**src/sit_pkg.sv**
```systemverilog
`default_nettype none

package sit_pkg;

    localparam int TABLE_DEPTH = 16;
    localparam int VAL_W       = 32;
    localparam int POS_W       = 4;
    localparam int CNT_OUT_W   = 5;
    localparam int IDX_W       = $clog2(TABLE_DEPTH);
    localparam int CNT_W       = $clog2(TABLE_DEPTH + 1);
    localparam int CMP_W       = (CNT_W > POS_W) ? CNT_W : POS_W;

    localparam logic KIND_INSERT = 1'b0;
    localparam logic KIND_READ   = 1'b1;

    typedef struct packed {
        logic                    kind;
        logic signed [VAL_W-1:0] value;
        logic [POS_W-1:0]        position;
    } sit_in_t;

    typedef struct packed {
        logic signed [VAL_W-1:0] read_value;
        logic [CNT_OUT_W-1:0]    entry_count;
        logic                    overflow;
    } sit_out_t;

    typedef enum logic [3:0] {
        ST_IDLE,
        ST_RD_ADDR,
        ST_RD_DATA,
        ST_TOP_ADDR,
        ST_TOP_CMP,
        ST_PRIME,
        ST_WALK,
        ST_PUT,
        ST_RESULT
    } sit_state_t;

    typedef enum logic [1:0] {
        RSEL_POS,
        RSEL_TOP,
        RSEL_IDX_M1,
        RSEL_IDX_M2
    } sit_rsel_t;

    typedef struct packed {
        logic      load;
        sit_rsel_t rsel;
        logic      capture_read;
        logic      shift;
        logic      put;
        logic      emit;
    } sit_cmd_t;

    typedef struct packed {
        logic full;
        logic empty;
        logic greater;
        logic idx_one;
        logic out_free;
    } sit_status_t;

endpackage

`default_nettype wire

```
**src/sit_ctrl.sv**
```systemverilog
`default_nettype none

module sit_ctrl (
    input  wire logic                aclk,
    input  wire logic                aresetn,
    input  wire logic                s_valid,
    input  wire logic                s_kind,
    output logic                     s_ready,
    input  wire sit_pkg::sit_status_t status,
    output sit_pkg::sit_cmd_t        cmd
);

    sit_pkg::sit_state_t state_reg;
    sit_pkg::sit_state_t state_next;

    always_ff @(posedge aclk) begin
        if (!aresetn) begin
            state_reg <= sit_pkg::ST_IDLE;
        end else begin
            state_reg <= state_next;
        end
    end

    always_comb begin
        state_next = state_reg;
        case (state_reg)
            sit_pkg::ST_IDLE: begin
                if (s_valid) begin
                    if (s_kind == sit_pkg::KIND_READ) begin
                        state_next = sit_pkg::ST_RD_ADDR;
                    end else if (status.full) begin
                        state_next = sit_pkg::ST_TOP_ADDR;
                    end else if (status.empty) begin
                        state_next = sit_pkg::ST_PUT;
                    end else begin
                        state_next = sit_pkg::ST_PRIME;
                    end
                end
            end
            sit_pkg::ST_RD_ADDR:  state_next = sit_pkg::ST_RD_DATA;
            sit_pkg::ST_RD_DATA:  state_next = sit_pkg::ST_RESULT;
            sit_pkg::ST_TOP_ADDR: state_next = sit_pkg::ST_TOP_CMP;
            sit_pkg::ST_TOP_CMP: begin
                state_next = status.greater ? sit_pkg::ST_PRIME : sit_pkg::ST_RESULT;
            end
            sit_pkg::ST_PRIME:    state_next = sit_pkg::ST_WALK;
            sit_pkg::ST_WALK: begin
                if (status.greater && !status.idx_one) begin
                    state_next = sit_pkg::ST_WALK;
                end else begin
                    state_next = sit_pkg::ST_PUT;
                end
            end
            sit_pkg::ST_PUT:      state_next = sit_pkg::ST_RESULT;
            sit_pkg::ST_RESULT: begin
                if (status.out_free) begin
                    state_next = sit_pkg::ST_IDLE;
                end
            end
            default:              state_next = sit_pkg::ST_IDLE;
        endcase
    end

    always_comb begin
        s_ready          = 1'b0;
        cmd.load         = 1'b0;
        cmd.rsel         = sit_pkg::RSEL_IDX_M1;
        cmd.capture_read = 1'b0;
        cmd.shift        = 1'b0;
        cmd.put          = 1'b0;
        cmd.emit         = 1'b0;
        case (state_reg)
            sit_pkg::ST_IDLE: begin
                s_ready  = 1'b1;
                cmd.load = s_valid;
            end
            sit_pkg::ST_RD_ADDR: begin
                cmd.rsel = sit_pkg::RSEL_POS;
            end
            sit_pkg::ST_RD_DATA: begin
                cmd.capture_read = 1'b1;
            end
            sit_pkg::ST_TOP_ADDR: begin
                cmd.rsel = sit_pkg::RSEL_TOP;
            end
            sit_pkg::ST_PRIME: begin
                cmd.rsel = sit_pkg::RSEL_IDX_M1;
            end
            sit_pkg::ST_WALK: begin
                cmd.rsel  = sit_pkg::RSEL_IDX_M2;
                cmd.shift = status.greater;
            end
            sit_pkg::ST_PUT: begin
                cmd.put = 1'b1;
            end
            sit_pkg::ST_RESULT: begin
                cmd.emit = status.out_free;
            end
            default: begin
                s_ready = 1'b0;
            end
        endcase
    end

endmodule

`default_nettype wire

```
**src/sit_dpath.sv**
```systemverilog
`default_nettype none

module sit_dpath (
    input  wire logic                aclk,
    input  wire logic                aresetn,
    input  wire sit_pkg::sit_in_t    s_data,
    output logic                     m_valid,
    input  wire logic                m_ready,
    output sit_pkg::sit_out_t        m_data,
    input  wire sit_pkg::sit_cmd_t   cmd,
    output sit_pkg::sit_status_t     status
);

    logic signed [sit_pkg::VAL_W-1:0] mem [sit_pkg::TABLE_DEPTH];
    logic signed [sit_pkg::VAL_W-1:0] mem_q_reg;

    sit_pkg::sit_in_t                 item_reg;
    logic signed [sit_pkg::VAL_W-1:0] rdval_reg;
    logic signed [sit_pkg::VAL_W-1:0] rdval_next;
    logic                             ovf_reg;
    logic [sit_pkg::IDX_W-1:0]        idx_reg;
    logic [sit_pkg::IDX_W-1:0]        idx_next;
    logic [sit_pkg::CNT_W-1:0]        count_reg;
    logic [sit_pkg::CNT_W-1:0]        count_next;
    sit_pkg::sit_out_t                out_reg;
    logic                             out_valid_reg;
    logic                             out_valid_next;

    logic [sit_pkg::IDX_W-1:0]        idx_m1;
    logic [sit_pkg::IDX_W-1:0]        idx_m2;
    logic [sit_pkg::IDX_W-1:0]        raddr;
    logic                             wr_en;
    logic signed [sit_pkg::VAL_W-1:0] wdata;
    logic                             full;
    logic                             pos_valid;

    assign idx_m1    = sit_pkg::IDX_W'(idx_reg - sit_pkg::IDX_W'(1));
    assign idx_m2    = sit_pkg::IDX_W'(idx_reg - sit_pkg::IDX_W'(2));
    assign full      = (count_reg == sit_pkg::CNT_W'(sit_pkg::TABLE_DEPTH));
    assign pos_valid = (sit_pkg::CMP_W'(item_reg.position) < sit_pkg::CMP_W'(count_reg));

    always_comb begin
        case (cmd.rsel)
            sit_pkg::RSEL_POS:    raddr = sit_pkg::IDX_W'(item_reg.position);
            sit_pkg::RSEL_TOP:    raddr = sit_pkg::IDX_W'(sit_pkg::TABLE_DEPTH - 1);
            sit_pkg::RSEL_IDX_M1: raddr = idx_m1;
            sit_pkg::RSEL_IDX_M2: raddr = idx_m2;
            default:              raddr = idx_m1;
        endcase
    end

    assign wr_en = cmd.shift | cmd.put;
    assign wdata = cmd.shift ? mem_q_reg : item_reg.value;

    always_ff @(posedge aclk) begin
        if (wr_en) begin
            mem[idx_reg] <= wdata;
        end
        mem_q_reg <= mem[raddr];
    end

    always_comb begin
        count_next     = count_reg;
        idx_next       = idx_reg;
        rdval_next     = rdval_reg;
        out_valid_next = out_valid_reg;
        if (cmd.load) begin
            rdval_next = '0;
            if (full) begin
                idx_next = sit_pkg::IDX_W'(sit_pkg::TABLE_DEPTH - 1);
            end else begin
                idx_next = sit_pkg::IDX_W'(count_reg);
                if (s_data.kind == sit_pkg::KIND_INSERT) begin
                    count_next = sit_pkg::CNT_W'(count_reg + sit_pkg::CNT_W'(1));
                end
            end
        end
        if (cmd.shift) begin
            idx_next = idx_m1;
        end
        if (cmd.capture_read) begin
            rdval_next = pos_valid ? mem_q_reg : '0;
        end
        if (cmd.emit) begin
            out_valid_next = 1'b1;
        end else if (m_ready) begin
            out_valid_next = 1'b0;
        end
    end

    always_ff @(posedge aclk) begin
        if (!aresetn) begin
            count_reg     <= '0;
            out_valid_reg <= 1'b0;
        end else begin
            count_reg     <= count_next;
            out_valid_reg <= out_valid_next;
        end
    end

    always_ff @(posedge aclk) begin
        idx_reg   <= idx_next;
        rdval_reg <= rdval_next;
        if (cmd.load) begin
            item_reg <= s_data;
            ovf_reg  <= (s_data.kind == sit_pkg::KIND_INSERT) && full;
        end
        if (cmd.emit) begin
            out_reg.read_value  <= rdval_reg;
            out_reg.entry_count <= sit_pkg::CNT_OUT_W'(count_reg);
            out_reg.overflow    <= ovf_reg;
        end
    end

    assign status.full     = full;
    assign status.empty    = (count_reg == '0);
    assign status.greater  = (mem_q_reg > $signed(item_reg.value));
    assign status.idx_one  = (idx_reg == sit_pkg::IDX_W'(1));
    assign status.out_free = !out_valid_reg || m_ready;

    assign m_valid = out_valid_reg;
    assign m_data  = out_reg;

endmodule

`default_nettype wire

```
**src/sorted_insert_table_unit.sv**
```systemverilog
// A read addresses the table, captures the entry (zero past the fill) and then emits its result.
// An insert walks the single-port table down from its end, shifting each larger entry up one slot,
// and puts the value in the gap; into an empty table it is put directly. When the table is full
// the top entry is compared first, and a value not below it is dropped with overflow set.
// One item is in work at a time; a stalled output register holds the unit until it frees.
// Reset (synchronous, active low) empties the table and the output register.
`default_nettype none

module sorted_insert_table_unit (
    input  wire logic             aclk,
    input  wire logic             aresetn,
    input  wire logic             s_valid,
    output logic                  s_ready,
    input  wire sit_pkg::sit_in_t s_data,
    output logic                  m_valid,
    input  wire logic             m_ready,
    output sit_pkg::sit_out_t     m_data
);

    sit_pkg::sit_cmd_t    cmd;
    sit_pkg::sit_status_t status;

    sit_ctrl u_ctrl (
        .aclk    (aclk),
        .aresetn (aresetn),
        .s_valid (s_valid),
        .s_kind  (s_data.kind),
        .s_ready (s_ready),
        .status  (status),
        .cmd     (cmd)
    );

    sit_dpath u_dpath (
        .aclk    (aclk),
        .aresetn (aresetn),
        .s_data  (s_data),
        .m_valid (m_valid),
        .m_ready (m_ready),
        .m_data  (m_data),
        .cmd     (cmd),
        .status  (status)
    );

    a_busy_after_accept: assert property (@(posedge aclk) disable iff (!aresetn)
        (s_valid && s_ready) |=> !s_ready)
        else $error("input accepted while an item was still in work");

    a_single_write: assert property (@(posedge aclk) disable iff (!aresetn)
        !(cmd.shift && cmd.put))
        else $error("shift and put wrote the table in the same cycle");

    a_overflow_full: assert property (@(posedge aclk) disable iff (!aresetn)
        (m_valid && m_data.overflow) |->
            (m_data.entry_count == sit_pkg::CNT_OUT_W'(sit_pkg::TABLE_DEPTH)))
        else $error("overflow reported with a table that is not full");

    a_overflow_no_data: assert property (@(posedge aclk) disable iff (!aresetn)
        (m_valid && m_data.overflow) |-> (m_data.read_value == '0))
        else $error("overflow reported on a read result");

endmodule

`default_nettype wire

```
**config.mk**
```make
export PLATFORM = sky130hd
export DESIGN_NAME = sorted_insert_table_unit
export DESIGN_NICKNAME = d
export VERILOG_FILES = /design/src/sit_pkg.sv /design/src/sit_ctrl.sv /design/src/sit_dpath.sv /design/src/sorted_insert_table_unit.sv
export SDC_FILE = /design/constraint.sdc
export NUM_CORES = 1
export LEC_CHECK = 0
export ABC_AREA = 1
export BUFFER_PORTS_ARGS = -buffer_cell sky130_fd_sc_hd__buf_2
export CORE_UTILIZATION = 35
export DETAILED_ROUTE_END_ITERATION = 8
export GPL_ROUTABILITY_DRIVEN = 0
export HOLD_SLACK_MARGIN = 0.02
export PLACE_DENSITY = 0.56
export SYNTH_ARGS = -nofsm -noshare
export SYNTH_HDL_FRONTEND = slang
export SYNTH_SLANG_ARGS = --single-unit
```
**constraint.sdc**
```tcl
create_clock -name aclk -period 13.44 [get_ports aclk]
set_input_delay 1.344 -clock aclk [delete_from_list [all_inputs] [get_ports aclk]]
set_output_delay 1.344 -clock aclk [all_outputs]
set_load 0.02 [all_outputs]
```
== After elaboration in Yosys (flattened, before gate mapping) ==
Memories as Yosys holds them, arrays and structs flattened. A register that Yosys moved wholly into a read port is not among the register bits.
Cells that the tools add are included.

* Register bits after elaboration: 121
* Memories: 1
* Bits in latches: 0
* Memory bits (read-only): 0
* Bits in writable memories: 512
* Output and inout bits: 40

{| class="wikitable"
|+ Memory list
! memory !! depth !! bits a word !! rd ports !! clocked after memory_dff !! write ports !! line !! source
|-
| u_dpath.mem || 16 || 32 || 1 || 1 || 1 || sit_dpath.sv:14 || <nowiki>logic signed [sit_pkg::VAL_W-1:0] mem [sit_pkg::TABLE_DEPTH];</nowiki>
|}

* Bitwise gates (word level): 3
* Eq/ne operators: 15
* Reduce and logical (&&, ||, !) cells: 14
* Order comparisons: 2
* Add/sub/neg operators: 3
* Shift operators: 0
* Div/mod/pow operators: 0
* Mux-type cells: 27
* $mul: 0

{| class="wikitable"
|+ Operator list
! kind !! number
|-
| 32-bit two-way mux || 4
|-
| 32-bit greater-than comparator || 1
|-
| 4-bit two-way mux || 8
|-
| 4-bit case mux with 8 select lines || 1
|-
| 4-bit by 3-bit == test with 1-bit output, second input constant || 4
|-
| 4-bit case mux with 4 select lines || 1
|-
| 1-bit two-way mux || 11
|-
| 4-bit by 1-bit == test with 1-bit output, second input constant || 2
|-
| 4-bit by 2-bit == test with 1-bit output, second input constant || 2
|-
| 2-bit case mux with 3 select lines || 1
|-
| 2-bit nonzero test || 3
|-
| 5-bit by 1-bit adder with 5-bit output, second input constant || 1
|-
| 5-bit == test, second input constant || 1
|-
| 5-bit zero test || 1
|-
| 4-bit by 5-bit < comparator with 1-bit output || 1
|-
| 2-bit == test, second input constant || 2
|-
| 4-bit == test, second input constant || 1
|-
| 4-bit zero test || 1
|-
| 4-bit by 1-bit subtractor with 4-bit output, second input constant || 1
|-
| 4-bit by 2-bit subtractor with 4-bit output, second input constant || 1
|-
| 3-bit AND reduction || 1
|-
| 2-bit by 1-bit == test with 1-bit output, second input constant || 1
|-
| 1-bit logical AND || 2
|-
| 1-bit zero test || 2
|-
| 9 further kinds || 10
|}

== Logic depth before layout (Yosys ltp) ==
Gate-level depths: netlist of the first run.

* Word-level depth: 6
* Gate-level depth with buffers: 20
* Depth with buffers taken out: 20

== Hierarchy ==
From an unflattened synthesis of the first run, not the netlist that was laid out.

* Cell total of the unflattened synthesis: 2478
* Area, all modules: 28383.5 µm²

{| class="wikitable"
|+ Modules (own cells, without submodules)
! module !! sequential area each (µm²) !! cells each !! area each (µm²) !! times used
|-
| sit_dpath || 19468.7 || 2415 || 28034.4 || 1
|-
| sit_ctrl || 80.1 || 63 || 349.1 || 1
|}

== Worst setup path after synthesis of the first run ==
Ideal clock, no wire load.

* Kind: input port to flip-flop
* Start point: input m_ready
* End point: register u_dpath.out_reg, in the netlist u_dpath.m_data[0] (enable)
* Stages: 2
* Slack: 7865 ps
* Data arrival time: 5047 ps
* Cells stage by stage: nor2_1 > nor4_1

{| class="wikitable"
|+ RTL lines
! what !! line !! source
|-
| from (decl) || sorted_insert_table_unit.sv:16 || <nowiki>input wire logic m_ready,</nowiki>
|-
| to (decl) || sit_dpath.sv:25 || <nowiki>sit_pkg::sit_out_t out_reg;</nowiki>
|}

== Worst setup path after layout of the first run ==
* Start point: register u_dpath.item_reg[27] (netlist name)
* End point: memory u_dpath.mem[12][31] (netlist name) (enable)

* Cells in the longest elaborated chain, start to end: 5

{| class="wikitable"
|+ Ends and longest elaborated chain
! what !! line !! source
|-
| from (decl) || sit_dpath.sv:17 || <nowiki>sit_pkg::sit_in_t item_reg;</nowiki>
|-
| from (signal assigned) || sit_dpath.sv:105 || <nowiki>item_reg <= s_data;</nowiki>
|-
| 32-bit greater-than comparator || sit_dpath.sv:117 || <nowiki>assign status.greater = (mem_q_reg > $signed(item_reg.value));</nowiki>
|-
| 1-bit two-way mux || sit_ctrl.sv:72 || <nowiki>case (state_reg)</nowiki>
|-
| 1-bit bitwise OR || sit_dpath.sv:52 || <nowiki>assign wr_en = cmd.shift | cmd.put;</nowiki>
|-
| 1-bit two-way mux || sit_dpath.sv:56 || <nowiki>if (wr_en) begin</nowiki>
|-
| 1-bit two-way mux (not written as such) || sit_dpath.sv:57 || <nowiki>mem[idx_reg] <= wdata;</nowiki>
|-
| to (decl) || sit_dpath.sv:14 ||
|}

No other way between the ends.

==> results of run 1 <==
[per-stage QoR]
| step | power (W) | worst slack (ns) | utilization | hold WS (ns) | std cells |
|---|---|---|---|---|---|
| 6_report | 0.00762 | 8.69 | 0.407 | 0.416 | 3407 |
| 5_1_grt | 0.00809 | 8.45 | 0.407 | 0.425 | 3407 |
| 4_1_cts | 0.00769 | 8.65 | 0.407 | 0.418 | 3407 |
| 3_5_place_dp | 0.00580 | 8.66 | 0.378 | 0.405 | 3281 |
| 3_3_place_gp | 0.00577 | 8.77 | 0.378 | 0.402 | 3280 |
| 2_1_floorplan | 0.00485 | 7.87 | - | 0.400 | 2218 |
[cell type report]
cell class,count,area [um^2]
fill,7225,45900
tap,1040,1300
inverter,362,1370
clock inverter,37,363
multi-input combinational,1074,6120
clock buffer,89,1860
timing repair buffer,140,888
sequential,665,19500
[cell usage after synthesis, drive strengths merged, types with 2 or more instances]
cell | instances | area, um^2
edfxtp | 623 | 18700
nand2 | 393 | 1480
inv | 362 | 1360
o211ai | 256 | 1920
nand3 | 198 | 991
buf | 93 | 475
nor2 | 64 | 240
o21ai | 48 | 240
ha | 44 | 551
dfxtp | 42 | 841
a21oi | 39 | 195
clkbuf | 24 | 90.1
nor3 | 7 | 46.3
nand4 | 5 | 31.3
o21a | 4 | 30.0
xor2 | 3 | 26.3
a31oi | 2 | 12.5
nand3b | 2 | 15.0
o221ai | 2 | 23.8
or2 | 2 | 12.5
[worst max-delay path, cell delays in order, from the launching register on]
cell	delay, ns
edfxtp_1	0.35
inv_1	0.05
ha_1	0.29
nand2_1	0.07
nor2_1	0.28
nand4_1	0.23
nor2_1	0.32
nand2_1	0.13
nand2_1	0.11
xor2_1	0.27
nand3_4	0.44
buf_4	0.55
a21oi_4	0.82
buf_4	0.46
[worst paths after layout]
kind | start | endpoint | depth (start not counted)
worst max-delay path | u_dpath.item_reg[27] | u_dpath.mem[12][31] | 13
worst min register to register | u_dpath.rdval_reg[12] | u_dpath.m_data[18] | 0
worst max register to register | u_dpath.item_reg[27] | u_dpath.mem[12][31] | 13
worst min-delay path | u_dpath.rdval_reg[12] | u_dpath.m_data[18] | 0
[placed cells by master, fill, tap and decap left out, drive strengths merged]
cell and n:
inv 366, clkbuf 89, clkinv 24, nor4 1
nand3 198, o21a 4, ha 44, o21ai 48
a221oi 1, nor2 64, buf 140, nand2 393
clkinvlp 3, a211oi 1, xor2 3, edfxtp 623
a21oi 39, nand4 5, or2 2, dfxtp 42
a31oi 2, xnor2 1, o211ai 256, nor3 7
nand3b 2, bufinv 6, o221ai 2, a21o 1
[logic make-up (layout without fill, tap and decap cells)]
logic type / after synthesis / count (layout)
DFF: 665 / 665
adders and majority gates: 44 / 44
AOI/OAI and AO/OA: 354 / 354
xor gates and xnor gates: 4 / 4
buffers and inverters: 479 / 628
and+or+nand+nor: 672 / 672
[power groups by stage]
stage          logic [W]  clock network (W)  registers (W)
2_1_floorplan    0.00205                  0        0.00280
3_3_place_gp     0.00296                  0        0.00281
3_5_place_dp     0.00299                  0        0.00282
4_1_cts          0.00300            0.00192        0.00277
5_1_grt          0.00330            0.00200        0.00279
6_report         0.00296            0.00189        0.00277
[metal layers]
metal	vias to the layer above	global-route usage	wire length [um]
li1	7986	-	-
met3	112	0.0249	3720
met5	-	0	13
met4	2	0.0608	1700
met1	8233	0.243	31200
met2	473	0.277	31600
==> flow_summary.ini, run 1 <==
[status]
status = finished, violations left
violations = design-rule violations

[worst_setup_path]
crit_type = flip-flop to flip-flop
cp_data_arrival_time_ns = 5.02
crit_fanout = 57
critPathCaptureType = flip-flop
r2r_setup_slack_ns = 8.69
worstPathRequired_ns = 13.70
critPathLaunchType = flip-flop

[yosys]
synth_top_flop_cell = edfxtp_1
synth-edff-count = 623
synth_cell_types = 31
synth_top_family_by_area = simple AND/OR/NAND/NOR gates
syn_area_per_cell_um2 = 12.3
async_flop_share = 0
synth_xor_area_frac = 0.00128
synthSimpleGateAreaFrac = 0.103
synth_nets = 2303
synth-seq-cells = 665
synth_area_um2 = 27300
synth_fa_ha_area_frac = 0.0201
synth-compound-area-share = 0.0896
yosysSeqAreaShare = 0.715
syn_inst = 2218
synthMuxAreaShare = 0
yosysWarnings = 0

[clocking]
htree_num_levels = 3
cts_buffers = 68
postCtsHoldBufs = 0
cts-root-buf = clkbuf_16
path_clk_slew_ns = 0.06
cts_sinks = 665
clock_latency_ns = 0.61
postCtsSetupBuffers = 0
cts.path.max_buffers = 3
cts-resized-gates = 0
tritoncts = done

[global_routing]
grt_pass1_vias = 16291
overflow = 0
grt_max_degree = 253
grt_pass1_wl_mm = 102
antenna_found_initial = 2
grt_usage = 0.174

[floorplan]
start_util = 0.353
die_h_um = 281
core_um2 = 77300
chipWidth_um = 281
rows = 102
boundaryPins = 81
die_area_um2 = 79200

[power_and_ir_drop]
pwr-share-clk = 0.247
p_comb_frac = 0.389
irDropWorstVdd_mv = 0.374
switching_share = 0.392
p_leak_nw = 11.8
power_density_nw_per_um2 = 242
seqPwrFrac = 0.364
switchingPower_w = 0.00299
cell_internal_pwr_w = 0.00463

[timing]
post-route-min-period_ns = 4.75
fin_setup_tns_ns = 0
clock_skew_ns = 0.0189
rsz0062_at_grt = no
fmax_mhz = 210
min_period_over_period = 0.354
relSlewSlack = 0.201
setup_viol = 0
final_hold_viol_count = 0
worst_pin_slew_ns = 1.20
drv_slew = 0

[detailed_routing]
drt.antenna.violating_nets = 0
via_per_inst = 4.93
drc = 1
wl_per_cell_um = 20.0
first_iter_violations = 1364
vias = 16806
routed_wl_mm = 68.2
first_pass_iters = 7

[run]
maxCapViolCount = 0

[place]
hpwl_mm = 36.8
port_buffers = 80
placed_area_um2 = 29200

[layout]
largest_reg_flops = 512
area_growth_pct = 15.1
final_area_um2 = 31400
num-nets-final = 2396
drive_gt1_frac = 0.115
antenna-diode-count = 0

[hold_path]
hold_path_class = flip-flop to flip-flop
No activity file was read; power rests on OpenSTA's default activity.
==> run 2: changes to the inputs <==
- ABC_AREA: 1 -> 0
- clock period: 13.44 -> 4.6 ns (I/O delays scaled with it)
==> flow_summary.ini, run 2 <==
[yosys]
synth_nets = 1958
async_flop_share = 0
yosysMostFrequentCell = edfxtp_1
yosysWarnings = 0
synth-seq-cells = 665
yosys.area.top_type = edfxtp_1
netlist.area_leader.share = 0.704
syn_inst = 1873
synth_top_cells_by_count = edfxtp_1 (623), nand2_1 (317), a211oi_1 (160)
yosysSeqAreaShare = 0.736
synth-edff-count = 623
synth_cell_types = 56
synth_top_flop_cell = edfxtp_1
synth_area_um2 = 26600
syn_area_per_cell_um2 = 14.2
synthTopCellsByArea = edfxtp_1 (70%), a211oi_1 (4.5%), nand2_1 (4.5%)

[place]
hpwl_mm = 38.5
port_buffers = 80
placed_cells = 2884

[timing]
drv_slew = 0
relSlewSlack = 0.235
fmax_mhz = 227
post-route-min-period_ns = 4.40
worst_pin_slew_ns = 1.15
whs_ns = 0.0481
final_hold_viol_count = 0
setup_viol = 0
min_period_over_period = 0.956
clock_skew_ns = 0.0327
rsz0062_at_grt = no

[global_routing]
grt_pass1_vias = 15686
grt_max_degree = 129
overflow = 0
grt_usage = 0.177
antenna_found_initial = 9
grt_pass1_wl_mm = 102

[worst_setup_path]
critPathLaunchType = flip-flop
reg2reg_to = u_dpath.mem[2][14]
critPathCaptureType = flip-flop
crit_fanout = 32
r2r_setup_slack_ns = 0.20
crit_type = flip-flop to flip-flop
rr_startpoint = u_dpath.item_reg[35]
worstPathRequired_ns = 4.81
cp_data_arrival_time_ns = 4.61
worst_r2r_path_depth = 11

[clocking]
cts.path.max_buffers = 3
cts-root-buf = clkbuf_16
cts_buffers = 68
path_clk_slew_ns = 0.07
cts_sinks = 665
tritoncts = done
htree_num_levels = 3
clock_latency_ns = 0.61

[floorplan]
start_util = 0.355
rows = 100
chipWidth_um = 278
boundaryPins = 81
die_area_um2 = 77000
die_h_um = 278
core_um2 = 74800

[detailed_routing]
wl_met3_mm = 3.67
vias = 16086
first_pass_iters = 5
first_iter_violations = 1362
wl_per_cell_um = 22.7
met2WireLength_mm = 33.6
routed_wl_mm = 68.8
drc = 0
routed.top_layer = met5
via_per_inst = 5.32
wl_met1_mm = 29.8
drt.antenna.violating_nets = 0

[hold_path]
min_path_cells = 1
hp-start = s_data[1]
hold_path_class = primary input to flip-flop
hold_end = u_dpath.item_reg[1]

[power_and_ir_drop]
p_leak_nw = 10.3
totalPowerFinal_w = 0.0215
power_density_nw_per_um2 = 697
irDropWorstVdd_mv = 0.746

[layout]
drive_gt1_frac = 0.146
num-nets-final = 2084
layout_common_cells = edfxtp_1 (623), nand2_1 (317), a211oi_1 (160)
final_common_cell = edfxtp_1
largest_reg_flops = 512
stdcell_count = 3022
area_growth_pct = 16.2

[status]
status = complete, no violations

[run]
maxCapViolCount = 0
-- run 2: kinds of logic after synthesis --
| family | count (synthesis) | synth area share |
|---|---|---|
| flops | 665 | 0.736 |
| simple gates | 552 | 0.0988 |
| fa+ha+maj | 44 | 0.0207 |
| xor+xnor | 10 | 0.00330 |
| buf+inv | 166 | 0.0280 |
| compound gates | 434 | 0.113 |
| mux | 2 | 0.000801 |
-- run 2: per-stage QoR --
step	cell area, um^2	setup TNS, ns	setup WS (ns)	utilization
detailed placement	28600	-5.80	-0.0960	0.382
floorplan	26600	-184.41	-1.36	-
CTS	30900	0	0.0831	0.412
global placement	28600	0	0.00589	0.382
finish	30900	0	0.202	0.413
global route	30900	0	0.0145	0.413
-- run 2: metal layers --
metal | up-vias | global-route usage
met5 | - | 0
met4 | 10 | 0.0578
met3 | 110 | 0.0291
met2 | 443 | 0.297
met1 | 8175 | 0.233
li1 | 7348 | -
-- run 2: worst max path at each step --
| stage | from | to | slack [ns] | cells past startpoint |
|---|---|---|---|---|
| after CTS | u_dpath.item_reg[35] | u_dpath.mem[2][14] | 0.08 | 11 |
| after floorplan | u_dpath.item_reg[35] | u_dpath.mem[5][0] | -1.36 | 9 |
| final | u_dpath.item_reg[35] | u_dpath.mem[2][14] | 0.20 | 11 |
| after detailed placement | u_dpath.item_reg[35] | u_dpath.mem[6][12] | -0.1 | 11 |
| after global routing | u_dpath.item_reg[35] | u_dpath.mem[2][14] | 0.01 | 11 |
| after global placement | u_dpath.item_reg[35] | u_dpath.mem[10][13] | 0.006 | 11 |
-- run 2: power breakdown --
group / internal (W) / switching (W) / total, W
logic: 0.00263 / 0.00550 / 0.00813
registers: 0.00769 / 0.000307 / 0.00800
clock network: 0.00311 / 0.00227 / 0.00538
-- run 2: layout make-up --
type                    count  area (um^2)
inverters                  44          165
fillers                  6828        44000
clock buffers              84         1870
multi-input cells        1042         6520
flip-flops and latches    665        19500
repair buffers            178         1270
clock inverters            38          292
well taps                 969         1210
diodes                      2         5.00
-- run 2: timing repair --
| action | CTS | global route |
|---|---|---|
| endpoints found under the setup margin | 77 | 32 |
| pin swaps | 4 | 0 |
| endpoints found under the hold margin | 7 | 0 |
| hold buffers | 7 | 0 |
| setup buffers | 7 | 0 |
| gates resized for setup | 0 | 1 |
-- run 2: critical path: stages (launching register included) --
cell and delay (ns):
edfxtp_1 0.33, inv_1 0.05, ha_1 0.34, nand4_1 0.30, nor4_2 0.81, o31ai_1 0.33
a41oi_1 0.30, a21boi_4 0.25, nor2_4 0.14, buf_4 0.24, nor4b_2 0.22, buf_4 0.67
